===== src/rtl/rsasp_pkg.sv =====
// Package with types, constants and codes of the rotary speed profile block.
package rsasp_pkg;

  localparam int unsigned SPEED_W = 20;
  localparam int unsigned TS_W    = 16;
  localparam int unsigned ANG_W   = 16;
  localparam int unsigned SQ_W    = 2 * SPEED_W;
  localparam int unsigned DVS_W   = SPEED_W + 1;
  localparam int unsigned Q_W     = 17;
  localparam int unsigned CNT_W   = $clog2(Q_W);
  localparam int unsigned PATH_W  = 18;
  localparam int unsigned ERR_W   = 18;

  localparam logic [SPEED_W-1:0] SPEED_MAX      = '1;
  localparam logic [PATH_W-1:0]  FULL_TURN      = 18'd46080;
  localparam logic [PATH_W-1:0]  TWO_TURNS      = 18'd92160;
  localparam logic [PATH_W-1:0]  THREE_TURNS    = 18'd138240;
  localparam logic [ERR_W-1:0]   SPEEDUP_MARGIN = 18'd1280;
  localparam logic [ERR_W-1:0]   STOP_TOL       = 18'd38;
  localparam logic [SPEED_W-1:0] SNAP_SPEED     = 20'd128;
  localparam logic [35:0]        ROUND_HALF     = 36'd32768;

  localparam logic [TS_W-1:0]    TIME_STEP_RST  = 16'd655;
  localparam logic [SPEED_W-1:0] ACCEL_RST      = 20'd12800;
  localparam logic [SPEED_W-1:0] MAX_SPEED_RST  = 20'd23040;
  localparam logic [SPEED_W-1:0] APPROACH_RST   = 20'd2560;

  typedef enum logic [1:0] {
    ACT_ACCEL = 2'd0,
    ACT_BRAKE = 2'd1,
    ACT_STOP  = 2'd2
  } action_e;

  typedef enum logic [1:0] {
    BR_SPEED_UP = 2'd0,
    BR_BRAKE    = 2'd1,
    BR_CREEP    = 2'd2,
    BR_FINAL    = 2'd3
  } branch_e;

  typedef enum logic [1:0] {
    CFG_TIME_STEP = 2'd0,
    CFG_ACCEL     = 2'd1,
    CFG_MAX_SPEED = 2'd2,
    CFG_APPROACH  = 2'd3
  } cfg_index_e;

  typedef enum logic [5:0] {
    ST_IDLE   = 6'b000001,
    ST_MUL_D  = 6'b000010,
    ST_MUL_SQ = 6'b000100,
    ST_DIV_ST = 6'b001000,
    ST_DIV    = 6'b010000,
    ST_DECIDE = 6'b100000
  } state_e;

  typedef struct packed {
    logic [1:0]       action;
    logic [ANG_W-1:0] current_angle;
    logic [ANG_W-1:0] target_angle;
    logic             clockwise;
  } in_t;

  typedef struct packed {
    logic [SPEED_W-1:0] new_speed;
    logic [1:0]         branch;
  } out_t;

endpackage


===== src/rtl/rotary_stop_at_angle_speed_profile.sv =====
// Speed profile for a rotating axis with accelerate, brake and stop-at-angle moves.
// An input transaction is taken only in the idle state; the 17-step divider for the
// braking distance runs before the result, which waits for the output to be free.
// Configuration writes are taken in any cycle.
// Reset loads the register defaults and sets the held speed to zero.
module rotary_stop_at_angle_speed_profile import rsasp_pkg::*; (
  input  logic               clk_i,
  input  logic               rst_ni,
  input  logic               cfg_valid_i,
  output logic               cfg_ready_o,
  input  logic [1:0]         cfg_index_i,
  input  logic [SPEED_W-1:0] cfg_data_i,
  input  logic               in_valid_i,
  output logic               in_ready_o,
  input  in_t                in_data_i,
  output logic               out_valid_o,
  input  logic               out_ready_i,
  output out_t               out_data_o
);

  state_e             state_q;
  state_e             state_d;
  logic [TS_W-1:0]    time_step_q;
  logic [SPEED_W-1:0] accel_q;
  logic [SPEED_W-1:0] max_speed_q;
  logic [SPEED_W-1:0] approach_q;
  logic [SPEED_W-1:0] speed_q;
  logic [SPEED_W-1:0] speed_d;
  logic [SPEED_W-1:0] d_q;
  logic [ANG_W-1:0]   path_q;
  in_t                item_q;
  logic               out_valid_q;
  out_t               out_q;
  branch_e            branch_d;

  logic [SPEED_W-1:0] mul_a;
  logic [SPEED_W-1:0] mul_b;
  logic [SQ_W-1:0]    mul_p;
  logic [35:0]        rounded;
  logic [DVS_W-1:0]   divisor;
  logic               div_start;
  logic               div_done;
  logic [Q_W-1:0]     stop_dist;
  logic [PATH_W-1:0]  biased;
  logic [PATH_W-1:0]  path_full;
  logic [ERR_W-1:0]   err_raw;
  logic [ERR_W-1:0]   err;
  logic [SPEED_W-1:0] braked;
  logic               commit;

  function automatic logic [SPEED_W-1:0] speed_up(input logic [SPEED_W-1:0] v,
                                                  input logic [SPEED_W-1:0] lim,
                                                  input logic [SPEED_W-1:0] d);
    logic [SPEED_W:0] sum;
    sum = {1'b0, v} + {1'b0, d};
    if (v >= lim) begin
      return lim;
    end else if (sum[SPEED_W]) begin
      return SPEED_MAX;
    end
    return sum[SPEED_W-1:0];
  endfunction

  function automatic logic [SPEED_W-1:0] slow_down(input logic [SPEED_W-1:0] v,
                                                   input logic [SPEED_W-1:0] d);
    return (v > d) ? (v - d) : '0;
  endfunction

  assign cfg_ready_o = 1'b1;
  assign in_ready_o  = (state_q == ST_IDLE);
  assign out_valid_o = out_valid_q;
  assign out_data_o  = out_q;

  assign mul_a = (state_q == ST_MUL_D) ? SPEED_W'(time_step_q) : speed_q;
  assign mul_b = (state_q == ST_MUL_D) ? accel_q : speed_q;

  rsasp_mul u_mul (
    .clk_i (clk_i),
    .a_i   (mul_a),
    .b_i   (mul_b),
    .p_o   (mul_p)
  );

  assign rounded   = mul_p[35:0] + ROUND_HALF;
  assign divisor   = (accel_q == '0) ? DVS_W'(2) : {accel_q, 1'b0};
  assign div_start = (state_q == ST_DIV_ST);

  rsasp_div u_div (
    .clk_i      (clk_i),
    .rst_ni     (rst_ni),
    .start_i    (div_start),
    .dividend_i (mul_p),
    .divisor_i  (divisor),
    .done_o     (div_done),
    .quot_o     (stop_dist)
  );

  always_comb begin
    if (item_q.clockwise) begin
      biased = TWO_TURNS + PATH_W'(item_q.target_angle) - PATH_W'(item_q.current_angle);
    end else begin
      biased = TWO_TURNS + PATH_W'(item_q.current_angle) - PATH_W'(item_q.target_angle);
    end
    if (biased >= THREE_TURNS) begin
      path_full = biased - THREE_TURNS;
    end else if (biased >= TWO_TURNS) begin
      path_full = biased - TWO_TURNS;
    end else if (biased >= FULL_TURN) begin
      path_full = biased - FULL_TURN;
    end else begin
      path_full = biased;
    end
  end

  assign err_raw = {2'b00, path_q} - {1'b0, stop_dist};
  assign err     = err_raw[ERR_W-1] ? (ERR_W'(0) - err_raw) : err_raw;
  assign braked  = slow_down(speed_q, d_q);

  always_comb begin
    speed_d  = speed_q;
    branch_d = BR_SPEED_UP;
    case (item_q.action)
      ACT_ACCEL: begin
        speed_d = speed_up(speed_q, max_speed_q, d_q);
      end
      ACT_BRAKE: begin
        speed_d  = braked;
        branch_d = BR_BRAKE;
      end
      ACT_STOP: begin
        if (err > SPEEDUP_MARGIN) begin
          speed_d = speed_up(speed_q, max_speed_q, d_q);
        end else if (speed_q > approach_q) begin
          speed_d  = braked;
          branch_d = BR_BRAKE;
        end else if (err > STOP_TOL) begin
          speed_d  = speed_up(speed_q, approach_q, d_q);
          branch_d = BR_CREEP;
        end else begin
          speed_d  = (braked < SNAP_SPEED) ? '0 : braked;
          branch_d = BR_FINAL;
        end
      end
      default: begin
        speed_d = speed_q;
      end
    endcase
  end

  assign commit = (state_q == ST_DECIDE) && (!out_valid_q || out_ready_i);

  always_comb begin
    state_d = state_q;
    case (state_q)
      ST_IDLE: begin
        if (in_valid_i) begin
          state_d = ST_MUL_D;
        end
      end
      ST_MUL_D:  state_d = ST_MUL_SQ;
      ST_MUL_SQ: state_d = ST_DIV_ST;
      ST_DIV_ST: state_d = ST_DIV;
      ST_DIV: begin
        if (div_done) begin
          state_d = ST_DECIDE;
        end
      end
      ST_DECIDE: begin
        if (commit) begin
          state_d = ST_IDLE;
        end
      end
      default: state_d = ST_IDLE;
    endcase
  end

  always_ff @(posedge clk_i or negedge rst_ni) begin
    if (!rst_ni) begin
      state_q     <= ST_IDLE;
      out_valid_q <= 1'b0;
      speed_q     <= '0;
      time_step_q <= TIME_STEP_RST;
      accel_q     <= ACCEL_RST;
      max_speed_q <= MAX_SPEED_RST;
      approach_q  <= APPROACH_RST;
    end else begin
      state_q <= state_d;
      if (commit) begin
        out_valid_q <= 1'b1;
        speed_q     <= speed_d;
      end else if (out_ready_i) begin
        out_valid_q <= 1'b0;
      end
      if (cfg_valid_i) begin
        case (cfg_index_i)
          CFG_TIME_STEP: time_step_q <= cfg_data_i[TS_W-1:0];
          CFG_ACCEL:     accel_q     <= cfg_data_i;
          CFG_MAX_SPEED: max_speed_q <= cfg_data_i;
          CFG_APPROACH:  approach_q  <= cfg_data_i;
          default:       time_step_q <= time_step_q;
        endcase
      end
    end
  end

  always_ff @(posedge clk_i) begin
    if (in_valid_i && in_ready_o) begin
      item_q <= in_data_i;
    end
    if (state_q == ST_MUL_SQ) begin
      d_q <= rounded[35:16];
    end
    if (state_q == ST_DIV_ST) begin
      path_q <= path_full[ANG_W-1:0];
    end
    if (commit) begin
      out_q.new_speed <= speed_d;
      out_q.branch    <= branch_d;
    end
  end

endmodule


===== src/rtl/rsasp_mul.sv =====
// Shared multiplier with a registered product.
module rsasp_mul import rsasp_pkg::*; (
  input  logic               clk_i,
  input  logic [SPEED_W-1:0] a_i,
  input  logic [SPEED_W-1:0] b_i,
  output logic [SQ_W-1:0]    p_o
);

  logic [SQ_W-1:0] p_q;

  always_ff @(posedge clk_i) begin
    p_q <= SQ_W'(a_i) * SQ_W'(b_i);
  end

  assign p_o = p_q;

endmodule


===== src/rtl/rsasp_div.sv =====
// Restoring divider, one quotient bit per cycle, quotient saturated.
module rsasp_div import rsasp_pkg::*; (
  input  logic             clk_i,
  input  logic             rst_ni,
  input  logic             start_i,
  input  logic [SQ_W-1:0]  dividend_i,
  input  logic [DVS_W-1:0] divisor_i,
  output logic             done_o,
  output logic [Q_W-1:0]   quot_o
);

  logic             busy_q;
  logic [CNT_W-1:0] cnt_q;
  logic [DVS_W-1:0] rem_q;
  logic [DVS_W-1:0] rem_d;
  logic [DVS_W-1:0] dvs_q;
  logic [Q_W-1:0]   low_q;
  logic [Q_W-1:0]   quo_q;
  logic             ovf_q;
  logic [DVS_W:0]   trial;
  logic             fits;

  assign trial = {rem_q, low_q[Q_W-1]};
  assign fits  = trial >= {1'b0, dvs_q};
  assign rem_d = fits ? DVS_W'(trial - {1'b0, dvs_q}) : trial[DVS_W-1:0];

  always_ff @(posedge clk_i or negedge rst_ni) begin
    if (!rst_ni) begin
      busy_q <= 1'b0;
      cnt_q  <= '0;
    end else if (start_i) begin
      busy_q <= 1'b1;
      cnt_q  <= '0;
    end else if (done_o) begin
      busy_q <= 1'b0;
    end else if (busy_q) begin
      cnt_q <= cnt_q + CNT_W'(1);
    end
  end

  always_ff @(posedge clk_i) begin
    if (start_i) begin
      dvs_q <= divisor_i;
      ovf_q <= dividend_i[SQ_W-1:Q_W] >= (SQ_W-Q_W)'(divisor_i);
      rem_q <= dividend_i[Q_W+DVS_W-1:Q_W];
      low_q <= dividend_i[Q_W-1:0];
    end else if (busy_q) begin
      rem_q <= rem_d;
      low_q <= {low_q[Q_W-2:0], 1'b0};
      quo_q <= {quo_q[Q_W-2:0], fits};
    end
  end

  assign done_o = busy_q && (cnt_q == CNT_W'(Q_W - 1));
  assign quot_o = ovf_q ? '1 : quo_q;

endmodule


===== config.mk =====
export PLATFORM = sky130hd
export DESIGN_NAME = rotary_stop_at_angle_speed_profile
export DESIGN_NICKNAME = d
export VERILOG_FILES = /design/src/rtl/rsasp_pkg.sv /design/src/rtl/rotary_stop_at_angle_speed_profile.sv /design/src/rtl/rsasp_mul.sv /design/src/rtl/rsasp_div.sv
export SDC_FILE = /design/constraint.sdc
export NUM_CORES = 2
export LEC_CHECK = 0
export BUFFER_PORTS_ARGS = -buffer_cell sky130_fd_sc_hd__buf_2
export CORE_MARGIN = 3
export CORE_UTILIZATION = 30
export DETAILED_ROUTE_END_ITERATION = 10
export GPL_TIMING_DRIVEN = 0
export SETUP_SLACK_MARGIN = 0.3
export SYNTH_ARGS = -nofsm -noshare
export SYNTH_HDL_FRONTEND = slang
export SYNTH_SLANG_ARGS = --single-unit

===== constraint.sdc =====
create_clock -name clk_i -period 13.2 [get_ports clk_i]
set_clock_uncertainty 0.15 [all_clocks]
set_input_delay 1.98 -clock clk_i [delete_from_list [all_inputs] [get_ports clk_i]]
set_output_delay 1.98 -clock clk_i [all_outputs]
set_load 0.02 [all_outputs]

==> results.tsv <==
metric	value	unit
outcome	finished, violations left	
violated checks	max-capacitance violations, max-slew violations	
top cells by area, synth	fa_1, edfxtp_1, ha_1	
Initial Util	30.3	%
Post-DP HPWL	89700	um
global-route wire length before repair	169000	um
syn nets	4563	
CP Launch Type	register	
layout cell share with drive strength beyond 1	8.13	%
drt first pass iters	8	
commonest register cell after synthesis	edfxtp_1	
most frequent CP cell	fa_1	
RSZ-0062 raised after global routing	no	
flops & latches, synth	318	
Final Max Tran Viols	11	
area leader, netlist	fa_1	
critical path class	reg -> reg	
die width	346	um
met2 Use GR	29.6	%
crit share post-route	84.1	%
Post-CTS Setup Inserts	0	
Final Hold Viols	0	
Cell Rows	124	
maximum clock rate	90.1	MHz
asr flop ratio synth	34.3	%
clock sinks	318	
Crit path arrival time	11.46	ns
Slew @ Worst Pin	1.54	ns
Die Height	346	um
global routing's busiest layer	met2	
synthesized area per cell	9.09	um2
antenna violations before repair	3	
most frequent cells after synthesis	inv_1, nand2_1, nor2_1	
Slew headroom	-2.89	%
CTS tree	built	
Setup violations, final	0	
top-area cell type share of the netlist area	18.8	%
crit path capture	u_mul.p_o[39]	
Buf/Inv on CP	6	
Max-Cap Viols	1	
initial DRC count	2263	
largest net degree at the start of global routing	81	
CP startpoint	state_q[3]	
CP max stage cell	a21oi_1	
Area Overhead vs Synth	10.7	%
crit path time final	11.10	ns
r2r endpoint	u_mul.p_o[39]	
later-pin clock latency in the skew report	0.57	ns
min-delay worst type	reg -> reg	
total grt overflow	0	
NumNets Final	4693	
Syn. warnings	0	
setup_tns	0	ns
cts repair resizes	0	
Syn Inst Count	3812	
Max FO, Critical Path	10	
gr usage total	18.3	%
cell depth of the worst setup path	32	
post-synthesis cell type count	98	
worst r2r path cells	32	
clock buffer depth	3	
DRT antenna net count	0	
PortBufs	85	
die area	120000	um2
GPL Wtd Cong	0.936	
Post-synth EDFFs	169	
number of buffers created by CTS	39	
Vias	28088	
post-synthesis sequential area ratio	24.9	%
reg-to-reg slack, setup	2.10	ns
GR Util met3	4.22	%
IO Pins	87	
Via-to-Cell Ratio	5.12	
drt wl/cell	20.3	um
CP top delay family	adder cells	
M1 GR Usage	23.5	%
most common cell in the netlist	inv_1	
Worst-path clk slew	0.06	ns
# DRC	0	
reg2reg start	state_q[3]	
CP Capture Type	register	
final wirelength	111000	um
CTS Hold Buffers Added	0	
H-tree levels	2	
WP data required	13.56	ns
slowest stage delay, CP	0.84	ns
clk root buf	clkbuf_16	
core area	115000	um2
vias in the first global route	28293	
cell area after synthesis	34600	um2
## how the worst min path moves through the flow
| stage | from | end | slack (ns) | cells past startpoint |
|---|---|---|---|---|
| 2_1_floorplan | u_div.quo_q[0] | u_div.quo_q[1] | 0.27 | 0 |
| 3_3_place_gp | u_div.quo_q[1] | u_div.quo_q[2] | 0.28 | 0 |
| 3_5_place_dp | u_div.quo_q[9] | u_div.quo_q[10] | 0.29 | 0 |
| 4_1_cts | u_div.quo_q[15] | u_div.quo_q[16] | 0.30 | 0 |
| 5_1_grt | u_div.quo_q[13] | u_div.quo_q[14] | 0.31 | 0 |
| 6_report | u_div.quo_q[15] | u_div.quo_q[16] | 0.30 | 0 |
## final cells by class
cell class	instances	area [um2]
diodes	1	2.50
plain buffers	151	599
clock buffers	55	1160
clock inverters	15	128
fillers	12004	76100
inverters	577	2170
multi-input cells	2766	23300
flip-flops and latches	318	8620
well taps	1512	1890
repair buffers	89	510
## sequential cells by signal, indices dropped and copies added (netlist names), 17 cells and up
signal and flops:
out_data_o 22, max_speed_q 20, u_div.dvs_q 20, approach_q 20, speed_q 20, accel_q 20
u_div.low_q 17, u_div.rem_q 21, u_mul.p_o 40, u_div.quo_q 17, item_q 35, d_q 20
## metal layers
layer / vias up / wire length (um)
li1: 12973 / -
met1: 13882 / 46600
met2: 1009 / 50800
met3: 220 / 9020
met4: 4 / 5000
met5: - / 27
## metrics by stage
stage	setup WS, ns	utilization (%)	area (um2)	hold WS, ns	std cells
floorplan	4.61	-	34600	0.267	3812
detailed placement	2.28	32.4	37100	0.286	5413
global placement	2.30	32.3	37000	0.277	5409
CTS	2.24	33.5	38400	0.301	5483
finish	2.10	33.5	38400	0.303	5484
global route	1.62	33.5	38400	0.313	5483
## layout by cell type (no fill, tap or decap), types with 88 or more instances in the layout
cell type  instances
nor2_1           385
xnor2_1           92
mux2_2            88
dfrtp_1           93
ha_1             363
inv_1            574
o21ai_0          117
buf_2             94
edfxtp_1         169
fa_1             326
a21oi_1          212
clkbuf_1         137
nand2_1          405
## cell families after synthesis
family,after synthesis,share of synthesized area [%]
adder cells (fa/ha/maj),689,32.0
XOR/XNOR,134,3.39
multiplexers,119,3.76
flip-flops,318,24.9
AND/OR/NAND/NOR,1143,15.1
other,1,0.0108
AO/OA/AOI/OAI,680,13.0
buffers and inverters,728,7.98
Power is not shown: default switching activity piles up to over one toggle a cycle in this logic, so the estimate is an artifact.
